$ cat src/sv/efws_pkg.sv
// ----------------------------------------------------------------------------
// efws_pkg
// shared types, constants and helpers for the earliest free worker scheduler
// ----------------------------------------------------------------------------
package efws_pkg;

  localparam int unsigned MAX_WORKERS = 16;
  localparam int unsigned IDX_W       = $clog2(MAX_WORKERS);
  localparam int unsigned CNT_W       = 5;
  localparam int unsigned DUR_W       = 32;
  localparam int unsigned TIME_W      = 48;

  localparam logic [TIME_W-1:0] TIME_MAX = {TIME_W{1'b1}};

  typedef enum logic [1:0] {
    ST_IDLE,
    ST_SCAN,
    ST_DRAIN,
    ST_UPDATE
  } efws_state_t;

  typedef struct packed {
    logic load;
    logic rd_en;
    logic wr_en;
  } efws_cmd_t;

  typedef struct packed {
    logic last_rd;
    logic out_free;
  } efws_stat_t;

  // highest active worker index: a count of zero acts as one, large counts clip
  function automatic logic [IDX_W-1:0] last_index(input logic [CNT_W-1:0] cnt);
    logic [CNT_W-1:0] lim;
    lim = CNT_W'(MAX_WORKERS);
    if (cnt == '0) begin
      last_index = '0;
    end else if (cnt > lim) begin
      last_index = IDX_W'(MAX_WORKERS - 1);
    end else begin
      last_index = IDX_W'(cnt - CNT_W'(1));
    end
  endfunction

  // free time plus duration, clipped at the top of the time range
  function automatic logic [TIME_W-1:0] sat_add(input logic [TIME_W-1:0] t,
                                                input logic [DUR_W-1:0]  d);
    logic [TIME_W:0] sum;
    sum = {1'b0, t} + {{(TIME_W+1-DUR_W){1'b0}}, d};
    if (sum[TIME_W]) begin
      sat_add = TIME_MAX;
    end else begin
      sat_add = sum[TIME_W-1:0];
    end
  endfunction

endpackage

$ cat src/sv/efws_ctrl.sv
// ----------------------------------------------------------------------------
// efws_ctrl
// job sequencer: accept, scan free times, drain last read, update and emit
// ----------------------------------------------------------------------------
module efws_ctrl (
  input  logic                  clk,
  input  logic                  rst_n,
  input  logic                  in_valid,
  output logic                  in_ready,
  input  efws_pkg::efws_stat_t  stat,
  output efws_pkg::efws_cmd_t   cmd
);

  efws_pkg::efws_state_t state_r;
  efws_pkg::efws_state_t state_nxt;

  always_ff @(posedge clk) begin
    if (!rst_n) begin
      state_r <= efws_pkg::ST_IDLE;
    end else begin
      state_r <= state_nxt;
    end
  end

  always_comb begin
    state_nxt = state_r;
    case (state_r)
      efws_pkg::ST_IDLE: begin
        if (in_valid) state_nxt = efws_pkg::ST_SCAN;
      end
      efws_pkg::ST_SCAN: begin
        if (stat.last_rd) state_nxt = efws_pkg::ST_DRAIN;
      end
      efws_pkg::ST_DRAIN: begin
        state_nxt = efws_pkg::ST_UPDATE;
      end
      efws_pkg::ST_UPDATE: begin
        if (stat.out_free) state_nxt = efws_pkg::ST_IDLE;
      end
      default: begin
        state_nxt = efws_pkg::ST_IDLE;
      end
    endcase
  end

  always_comb begin
    in_ready  = 1'b0;
    cmd       = '0;
    case (state_r)
      efws_pkg::ST_IDLE: begin
        in_ready = 1'b1;
        cmd.load = in_valid;
      end
      efws_pkg::ST_SCAN: begin
        cmd.rd_en = 1'b1;
      end
      efws_pkg::ST_DRAIN: begin
        cmd = '0;
      end
      efws_pkg::ST_UPDATE: begin
        cmd.wr_en = stat.out_free;
      end
      default: begin
        cmd = '0;
      end
    endcase
  end

  // an accepted word always starts a scan
  a_accept_scan: assert property (@(posedge clk) disable iff (!rst_n)
    (in_valid && in_ready) |=> (state_r == efws_pkg::ST_SCAN))
    else $error("accepted word did not start a scan");

endmodule

$ cat src/sv/efws_dp.sv
// ----------------------------------------------------------------------------
// efws_dp
// free time store, running minimum, saturating update and result register
// ----------------------------------------------------------------------------
module efws_dp (
  input  logic                                clk,
  input  logic                                rst_n,
  input  logic                                cfg_wr_en,
  input  logic [efws_pkg::CNT_W-1:0]          cfg_wr_data,
  input  logic [efws_pkg::DUR_W-1:0]          in_job_duration,
  input  efws_pkg::efws_cmd_t                 cmd,
  output efws_pkg::efws_stat_t                stat,
  output logic                                out_valid,
  input  logic                                out_ready,
  output logic [efws_pkg::IDX_W-1:0]          out_worker_index,
  output logic [efws_pkg::TIME_W-1:0]         out_start_time
);

  logic [efws_pkg::TIME_W-1:0]      mem [efws_pkg::MAX_WORKERS];
  logic [efws_pkg::MAX_WORKERS-1:0] vld_r;

  logic [efws_pkg::CNT_W-1:0]  wc_r;
  logic [efws_pkg::DUR_W-1:0]  dur_r;
  logic [efws_pkg::IDX_W-1:0]  last_r;
  logic [efws_pkg::IDX_W-1:0]  rd_idx_r;
  logic [efws_pkg::IDX_W-1:0]  tag_r;
  logic                        pend_r;
  logic [efws_pkg::TIME_W-1:0] rd_data_r;
  logic                        rd_vld_r;
  logic [efws_pkg::TIME_W-1:0] best_r;
  logic [efws_pkg::IDX_W-1:0]  best_idx_r;
  logic                        out_valid_r;
  logic [efws_pkg::IDX_W-1:0]  out_idx_r;
  logic [efws_pkg::TIME_W-1:0] out_time_r;
  logic [efws_pkg::TIME_W-1:0] cur_time;

  // config register
  always_ff @(posedge clk) begin
    if (!rst_n) begin
      wc_r <= efws_pkg::CNT_W'(1);
    end else if (cfg_wr_en) begin
      wc_r <= cfg_wr_data;
    end
  end

  // job word and scan address
  always_ff @(posedge clk) begin
    if (cmd.load) begin
      dur_r    <= in_job_duration;
      last_r   <= efws_pkg::last_index(wc_r);
      rd_idx_r <= '0;
    end else if (cmd.rd_en) begin
      rd_idx_r <= rd_idx_r + efws_pkg::IDX_W'(1);
    end
  end

  // free time store, registered read
  always_ff @(posedge clk) begin
    if (cmd.wr_en) begin
      mem[best_idx_r] <= efws_pkg::sat_add(best_r, dur_r);
    end
    if (cmd.rd_en) begin
      rd_data_r <= mem[rd_idx_r];
      tag_r     <= rd_idx_r;
    end
  end

  always_ff @(posedge clk) begin
    if (!rst_n) begin
      vld_r    <= '0;
      pend_r   <= 1'b0;
      rd_vld_r <= 1'b0;
    end else begin
      pend_r <= cmd.rd_en;
      if (cmd.rd_en) begin
        rd_vld_r <= vld_r[rd_idx_r];
      end
      if (cmd.wr_en) begin
        vld_r[best_idx_r] <= 1'b1;
      end
    end
  end

  assign cur_time = rd_vld_r ? rd_data_r : '0;

  // running minimum, strict less-than keeps the lowest index
  always_ff @(posedge clk) begin
    if (pend_r && ((tag_r == '0) || (cur_time < best_r))) begin
      best_r     <= cur_time;
      best_idx_r <= tag_r;
    end
  end

  // result register
  always_ff @(posedge clk) begin
    if (!rst_n) begin
      out_valid_r <= 1'b0;
    end else if (cmd.wr_en) begin
      out_valid_r <= 1'b1;
    end else if (out_ready) begin
      out_valid_r <= 1'b0;
    end
  end

  always_ff @(posedge clk) begin
    if (cmd.wr_en) begin
      out_idx_r  <= best_idx_r;
      out_time_r <= best_r;
    end
  end

  assign stat.last_rd      = (rd_idx_r == last_r);
  assign stat.out_free     = !out_valid_r || out_ready;
  assign out_valid         = out_valid_r;
  assign out_worker_index  = out_idx_r;
  assign out_start_time    = out_time_r;

  a_scan_bound: assert property (@(posedge clk) disable iff (!rst_n)
    cmd.rd_en |-> (rd_idx_r <= last_r))
    else $error("scan address past active workers");

  a_no_overwrite: assert property (@(posedge clk) disable iff (!rst_n)
    cmd.wr_en |-> (!out_valid_r || out_ready))
    else $error("result overwritten before taken");

  a_best_bound: assert property (@(posedge clk) disable iff (!rst_n)
    cmd.wr_en |-> (best_idx_r <= last_r))
    else $error("chosen worker not active");

endmodule

$ cat src/sv/earliest_free_worker_scheduler_top.sv
// ----------------------------------------------------------------------------
// earliest_free_worker_scheduler_top
// assigns each job to the worker that becomes free earliest
// ----------------------------------------------------------------------------
// Each accepted job word passes through accept, scan, drain and update before
// the next can be accepted: accept takes the word, scan reads each active
// worker's free time from the single-port free time store and folds it into the
// running minimum, drain lets the last read land, and update writes the updated
// free time and loads the result register. The result register lets a waiting
// result sit while the next job is accepted and scanned; the update then
// holds until out_ready frees the register. Free times are 48 bits, read as zero
// after reset and saturating at the maximum; worker_count 0 acts as 1 and
// counts above 16 act as 16. Change worker_count only while no job is pending.
// ----------------------------------------------------------------------------
module earliest_free_worker_scheduler_top (
  input  logic                        clk,
  input  logic                        rst_n,
  input  logic                        cfg_wr_en,
  input  logic [efws_pkg::CNT_W-1:0]  cfg_wr_data,
  input  logic                        in_valid,
  output logic                        in_ready,
  input  logic [efws_pkg::DUR_W-1:0]  in_job_duration,
  output logic                        out_valid,
  input  logic                        out_ready,
  output logic [efws_pkg::IDX_W-1:0]  out_worker_index,
  output logic [efws_pkg::TIME_W-1:0] out_start_time
);

  efws_pkg::efws_cmd_t  cmd;
  efws_pkg::efws_stat_t stat;

  efws_ctrl u_ctrl (
    .clk      (clk),
    .rst_n    (rst_n),
    .in_valid (in_valid),
    .in_ready (in_ready),
    .stat     (stat),
    .cmd      (cmd)
  );

  efws_dp u_dp (
    .clk              (clk),
    .rst_n            (rst_n),
    .cfg_wr_en        (cfg_wr_en),
    .cfg_wr_data      (cfg_wr_data),
    .in_job_duration  (in_job_duration),
    .cmd              (cmd),
    .stat             (stat),
    .out_valid        (out_valid),
    .out_ready        (out_ready),
    .out_worker_index (out_worker_index),
    .out_start_time   (out_start_time)
  );

endmodule
$ cat config.mk
export PLATFORM = sky130hd
export DESIGN_NAME = earliest_free_worker_scheduler_top
export DESIGN_NICKNAME = d
export VERILOG_FILES = /design/src/sv/efws_pkg.sv /design/src/sv/efws_ctrl.sv /design/src/sv/efws_dp.sv /design/src/sv/earliest_free_worker_scheduler_top.sv
export SDC_FILE = /design/constraint.sdc
export NUM_CORES = 1
export LEC_CHECK = 0
export BUFFER_PORTS_ARGS = -buffer_cell sky130_fd_sc_hd__buf_4
export CORE_ASPECT_RATIO = 1.1
export CORE_UTILIZATION = 35
export CTS_CLUSTER_DIAMETER = 30
export DETAILED_ROUTE_END_ITERATION = 12
export HOLD_SLACK_MARGIN = 0.12
export MAX_ROUTING_LAYER = met4
export SETUP_SLACK_MARGIN = 0.2
export SLEW_MARGIN = 10
export SYNTH_ARGS = -nofsm -noshare
export SYNTH_HDL_FRONTEND = slang
export SYNTH_SLANG_ARGS = --single-unit
$ cat constraint.sdc
create_clock -name clk -period 16.2 [get_ports clk]
set_input_delay 0.81 -clock clk [delete_from_list [all_inputs] [get_ports clk]]
set_output_delay 0.81 -clock clk [all_outputs]
set_load 0.02 [all_outputs]
* Word-level counts from Yosys, hierarchy flattened
Memory sizes are Yosys's and may differ from the RTL's. A register that Yosys moved wholly into a read port is not among the register bits.
Cells that the tools add are included.
** Storage, ports and cells
- Memories kept :: 1
- Bits in registers :: 174
- Input port bits :: 42
- Memory bits (writable) :: 768
- Word-level logic and storage cells :: 61
- Output and inout bits :: 54
** Operators by class
- Multiplexer cells :: 20
- Bitwise gates (word level) :: 1
- Reductions and logical operators :: 10
- Equal/unequal tests :: 7
- Order comparisons :: 5
- Add/sub/neg operators :: 3
** Memories
- u_dp.mem :: words 16, bits a word 48, read ports 1, clocked after Yosys merged registers in 1, write ports 1, line efws_dp.sv:19 : logic [efws_pkg::TIME_W-1:0] mem [efws_pkg::MAX_WORKERS];
** Operator list (count)
- two-way mux 48 bit :: 3
- adder 48 x 32 -> 49 bit :: 1
- < comparator 48 bit :: 1
- bitwise OR 16 bit :: 1
- < comparator 4 x 5 -> 1 bit, second input constant :: 2
- two-way mux 1 bit :: 10
- case mux 2 bit (4 select lines) :: 1
- two-way mux 2 bit :: 3
- greater-than comparator 5 bit, second input constant :: 1
- zero test 5 bit :: 1
- adder 4 x 1 -> 4 bit, second input constant :: 1
- binary-select mux 1 bit (select 4 bit) :: 1
- demux 1 bit (select 4 bit) :: 1
- equality test 2 bit, second input constant :: 2
- equality test 4 bit :: 1
- >= comparator 4 x 1 -> 1 bit, second input constant :: 1
- zero test 4 bit :: 1
- two-way mux 4 bit :: 1
- inequality test 2 bit, second input constant :: 2
- subtractor 4 x 1 -> 4 bit, second input constant :: 1
- AND reduction 3 bit :: 1
- equality test 2 x 1 -> 1 bit, second input constant :: 1
- logical AND 1 bit :: 2
- zero test 2 bit :: 1
- 4 further kinds :: 5

* Depth between registers and ports, before layout
- Word-level depth :: 5
- Gate-level depth with buffers :: 12
- Gate-level depth less buffers :: 10

* Hierarchy
From an unflattened synthesis, not the netlist that was laid out.
** Second synthesis, totals
- Cell total of the unflattened synthesis :: 1964
- Area total of the unflattened synthesis :: 39708.1 µm²
** By module, submodules not included
- efws_dp :: area each 39537.9 µm², instances 1, seq. area each 29388.2 µm², cells each 1944
- efws_ctrl :: area each 170.2 µm², instances 1, seq. area each 40.0 µm², cells each 20

* Worst setup path before layout
No wires, ideal clock.
- Path type :: input to register
- Start point :: in out_ready
- End point :: mem u_dp.mem[0][0] (netlist name) (enable)
- Stages :: 4
- Path buffers :: 0
- Data required time :: 15.685 ns
- Setup slack :: 8.444 ns
- Data arrival time :: 7.241 ns
- Library setup time :: 0.515 ns
- Cells stage by stage :: nor2b_1 > nor2b_1 > or3b_2 > nor3_1
** RTL lines
- start: declaration :: line earliest_free_worker_scheduler_top.sv:24 : input logic out_ready,
- end: declaration :: line efws_dp.sv:19

* Worst setup path in the final report
- Start point :: reg u_dp.best_r[4] (netlist name)
- End point :: mem u_dp.mem[15][39] (netlist name) (data pin)
** On the way
- Word-level cells in the longest chain between the ends :: 3
** RTL lines
- start: declaration :: line efws_dp.sv:30 : logic [efws_pkg::TIME_W-1:0] best_r;
- start signal: assignment :: line efws_dp.sv:89 : best_r <= cur_time;
- adder 48 x 32 -> 49 bit :: line efws_pkg.sv:50 : sum = {1'b0, t} + {{(TIME_W+1-DUR_W){1'b0}}, d};
- two-way mux 48 bit :: line efws_pkg.sv:51 : if (sum[TIME_W]) begin
- two-way mux 48 bit :: line efws_dp.sv:59 : if (cmd.wr_en) begin
Every way passes these cells. The select of a mux whose other input is x is not followed.

==> results.py <==
metrics = {
    "timing": {
        "post-route-period-util_pct": 27.31,
        "max_freq_mhz": 226.0,
        "worst_pin_slew_ns": 1.100,
        "timing_hold_violations_final": 0,
        "fin_ws_ns": 11.78,
        "post-route-min-period_ns": 4.425,
        "skew_ns": 0.02730,
        "maxSlewViolCount": 0,
        "relSlewSlack_pct": 26.68,
        "report.final.setup_viol": 0,
        "whs_ns": 0.2493,
        "grt_setup_unrepaired": "no",
        "setup_tns_ns": 0,
    },
    "setup_path": {
        "crit_buf_inv": 0,
        "cp_top_family": "compound AO/OA/AOI/OAI gates",
        "critPathCapture": "u_dp.mem[15][39]",
        "end_kind": "register",
        "rr_endpoint": "u_dp.mem[15][39]",
        "worstSetupPathType": "register to register",
        "cp.required_ns": 16.59,
        "cp_max_fo": 41,
        "r2r_slack_ns": 11.78,
        "cp_slowest_cell": "a21oi_1",
        "cp_cell_sequence": "ha_1 > o211ai_1 > o21ai_2 > o2111ai_1 > a31oi_1 > nand3_1 > nand2_2 > nand2b_4 > a21oi_1",
        "critPathLaunch": "u_dp.best_r[4]",
        "arrival_ns": 4.82,
        "crit_cells": 9,
        "rr_startpoint": "u_dp.best_r[4]",
        "crit_path_start_kind": "register",
        "critical_path.max_stage_delay_ns": 0.95,
        "rr_worst_depth": 9,
    },
    "synthesis": {
        "synth-seq-cells": 990,
        "ys.flop_type": "edfxtp_1",
        "synth.distinct_cells": 73,
        "syn_nets": 2123,
        "yosysMostFrequentCell": "edfxtp_1",
        "syn_inst": 1995,
        "yosysTopAreaCellShare_pct": 72.34,
        "synth-seq-area-share_pct": 73.85,
        "synth_adder_area_share_pct": 2.719,
        "synth_compound_area_share_pct": 3.196,
        "synthMuxAreaShare_pct": 14.10,
        "synth_xor_area_share_pct": 0.7913,
        "synth_top_family_by_area": "multiplexers",
        "yosysWarnings": 0,
        "synthTopCellsByArea": "edfxtp_1 72%, mux4_2 14%, ha_1 2.7%, dfxtp_1 1.5%, and2_1 0.85%",
        "synth_edf_count": 960,
        "yosys.area_share.simple_pct": 3.919,
        "yosysTopAreaCell": "edfxtp_1",
        "syn_area_mm2": 0.03985,
        "synth_top_cells_by_count": "960 x edfxtp_1, 245 x mux4_2, 85 x ha_1",
        "async_flop_share_pct": 0,
        "avgSynthCellArea_um2": 19.97,
    },
    "die": {
        "rows": 129,
        "coreArea_mm2": 0.1127,
        "die_h_um": 355.9,
        "initial_utilization_pct": 35.37,
        "pin_count": 96,
        "dieArea_mm2": 0.1152,
        "chipWidth_um": 323.7,
    },
    "drt": {
        "drtIter0Drc": 1668,
        "first_pass_iters": 5,
        "ant_nets": 0,
        "totalWireLength_mm": 99.07,
        "drc_errors": 0,
        "vias": 20260,
        "wl_per_cell_um": 25.84,
        "routed_via_density": 5.283,
    },
    "clock_tree": {
        "cts_setup_buffers": 0,
        "post_cts_resized": 0,
        "clockRootBuffer": "clkbuf_16",
        "clk_pin_slew_ns": 0.05,
        "cts_made_buffers": 146,
        "cts_buffer_depth": 3,
        "clk-insertion-delay-late_ns": 0.74,
        "cts_tree": "done",
        "clock_sinks": 990,
        "htreeDepth": 4,
        "holdBufCountCts": 0,
    },
    "global_routing": {
        "grt_pass1_vias": 21250,
        "grt_max_degree": 71,
        "grt-ovfl-total": 0,
        "grt_usage_pct": 17.95,
        "antenna_found_initial": 2,
        "grt_pass1_wl_mm": 144.1,
    },
    "run": {
        "max-cap-violations": 0,
    },
    "power_and_ir_drop": {
        "ir_worst_vdd_uv": 111.7,
        "powerDensity_mw_per_mm2": 169.8,
        "p_leak_nw": 15.74,
    },
    "place": {
        "place_ws_ns": 11.56,
        "dp_hpwl_mm": 55.59,
        "port_buffers": 95,
        "place_area_mm2": 0.04256,
        "gp_congestion": 0.8498,
    },
    "finish": {
        "design_area_mm2": 0.04757,
        "syn2layout_area_growth_pct": 19.37,
        "drive_gt1_share_pct": 29.17,
        "nets": 2333,
        "antenna_cells": 0,
    },
    "outcome": {
        "status": "complete, no violations",
    },
    "worst_hold_path": {
        "hold_class": "input port to register",
    },
}
-- worst min path at each step --
stage                        start                 end  slack [ns]  depth (start not counted)
2_1_floorplan     u_dp.rd_idx_r[3]       u_dp.tag_r[3]        0.40                          0
3_3_place_gp         u_dp.tag_r[3]  u_dp.best_idx_r[3]        0.44                          0
3_5_place_dp         u_dp.tag_r[1]  u_dp.best_idx_r[1]        0.44                          0
4_1_cts        in_job_duration[22]      u_dp.dur_r[22]        0.19                          1
5_1_grt        in_job_duration[21]      u_dp.dur_r[21]        0.20                          1
6_report       in_job_duration[22]      u_dp.dur_r[22]        0.25                          1
-- per-stage QoR --
stage	power, mW	std cells	util [%]
4_1_cts	8.149	3833	42.19
3_5_place_dp	4.984	3562	37.78
5_1_grt	8.383	3834	42.22
2_1_floorplan	4.495	1995	-
6_report	8.076	3834	42.22
3_3_place_gp	4.929	3562	37.78
-- routing by layer --
layer / wire length [um] / GRT usage [%] / up-vias
met5: 0 / - / -
met4: 3189 / 6.160 / 0
met3: 5378 / 3.257 / 193
met2: 50280 / 29.60 / 728
met1: 40220 / 22.21 / 10720
li1: - / - / 8616
-- worst reg2reg max path: stages (launching register included) --
cell	delay [ns]
edfxtp_1	0.42
ha_1	0.41
o211ai_1	0.14
o21ai_2	0.26
o2111ai_1	0.21
a31oi_1	0.55
nand3_1	0.31
nand2_2	0.34
nand2b_4	0.49
a21oi_1	0.96
-- flip-flops by register name (all words and copies together) (netlist names) --
signal / flops
u_dp.dur_r: 32
u_dp.last_r: 4
u_dp.mem: 768
u_dp.rd_vld_r: 1
u_dp.rd_idx_r: 4
u_dp.best_idx_r: 4
u_dp.out_start_time: 48
u_dp.best_r: 48
u_dp.wc_r: 5
u_dp.out_worker_index: 4
u_dp.out_valid: 1
u_dp.rd_data_r: 48
u_dp.pend_r: 1
u_dp.vld_r: 16
u_ctrl.state_r: 2
u_dp.tag_r: 4
-- power breakdown --
group / leakage, nW / internal (mW) / total [mW] / switching [mW]
clock: 2.40 / 1.94 / 3.16 / 1.22
sequential: 8.95 / 3.37 / 3.49 / 0.124
combinational: 4.40 / 0.528 / 1.43 / 0.898
-- cells in the final DEF, fill, tap and decap left out, types with 14 or more instances in the layout --
cell type / instances
inv_6: 21
inv_8: 16
buf_4: 135
nand2_1: 71
xor2_1: 16
a21o_1: 26
nand3_1: 16
o21a_1: 16
clkbuf_1: 17
xnor2_1: 20
clkinv_4: 14
o21ai_0: 24
a21oi_1: 40
edfxtp_1: 960
inv_1: 61
and2_1: 53
clkinvlp_4: 14
nor2_1: 68
dfxtp_1: 25
nand4_1: 19
mux4_2: 245
clkbuf_16: 151
ha_1: 84
-- kinds of logic after synthesis --
group / count (synthesis)
flip-flops: 990
buffers and inverters: 135
AO/OA/AOI/OAI: 183
XOR/XNOR: 36
adder cells (fa/ha/maj): 86
AND/OR/NAND/NOR: 310
multiplexers: 255
-- layout make-up --
| cell class | count | area, um^2 |
|---|---|---|
| fillers | 9783 | 65090 |
| multi-input cells | 870 | 10020 |
| repair buffers | 135 | 1013 |
| inverters | 62 | 232.7 |
| clock buffers | 170 | 3870 |
| flip-flops and latches | 990 | 29440 |
| well taps | 1506 | 1884 |
| clock inverters | 101 | 1102 |
No activity file was read; power rests on OpenSTA's default activity.
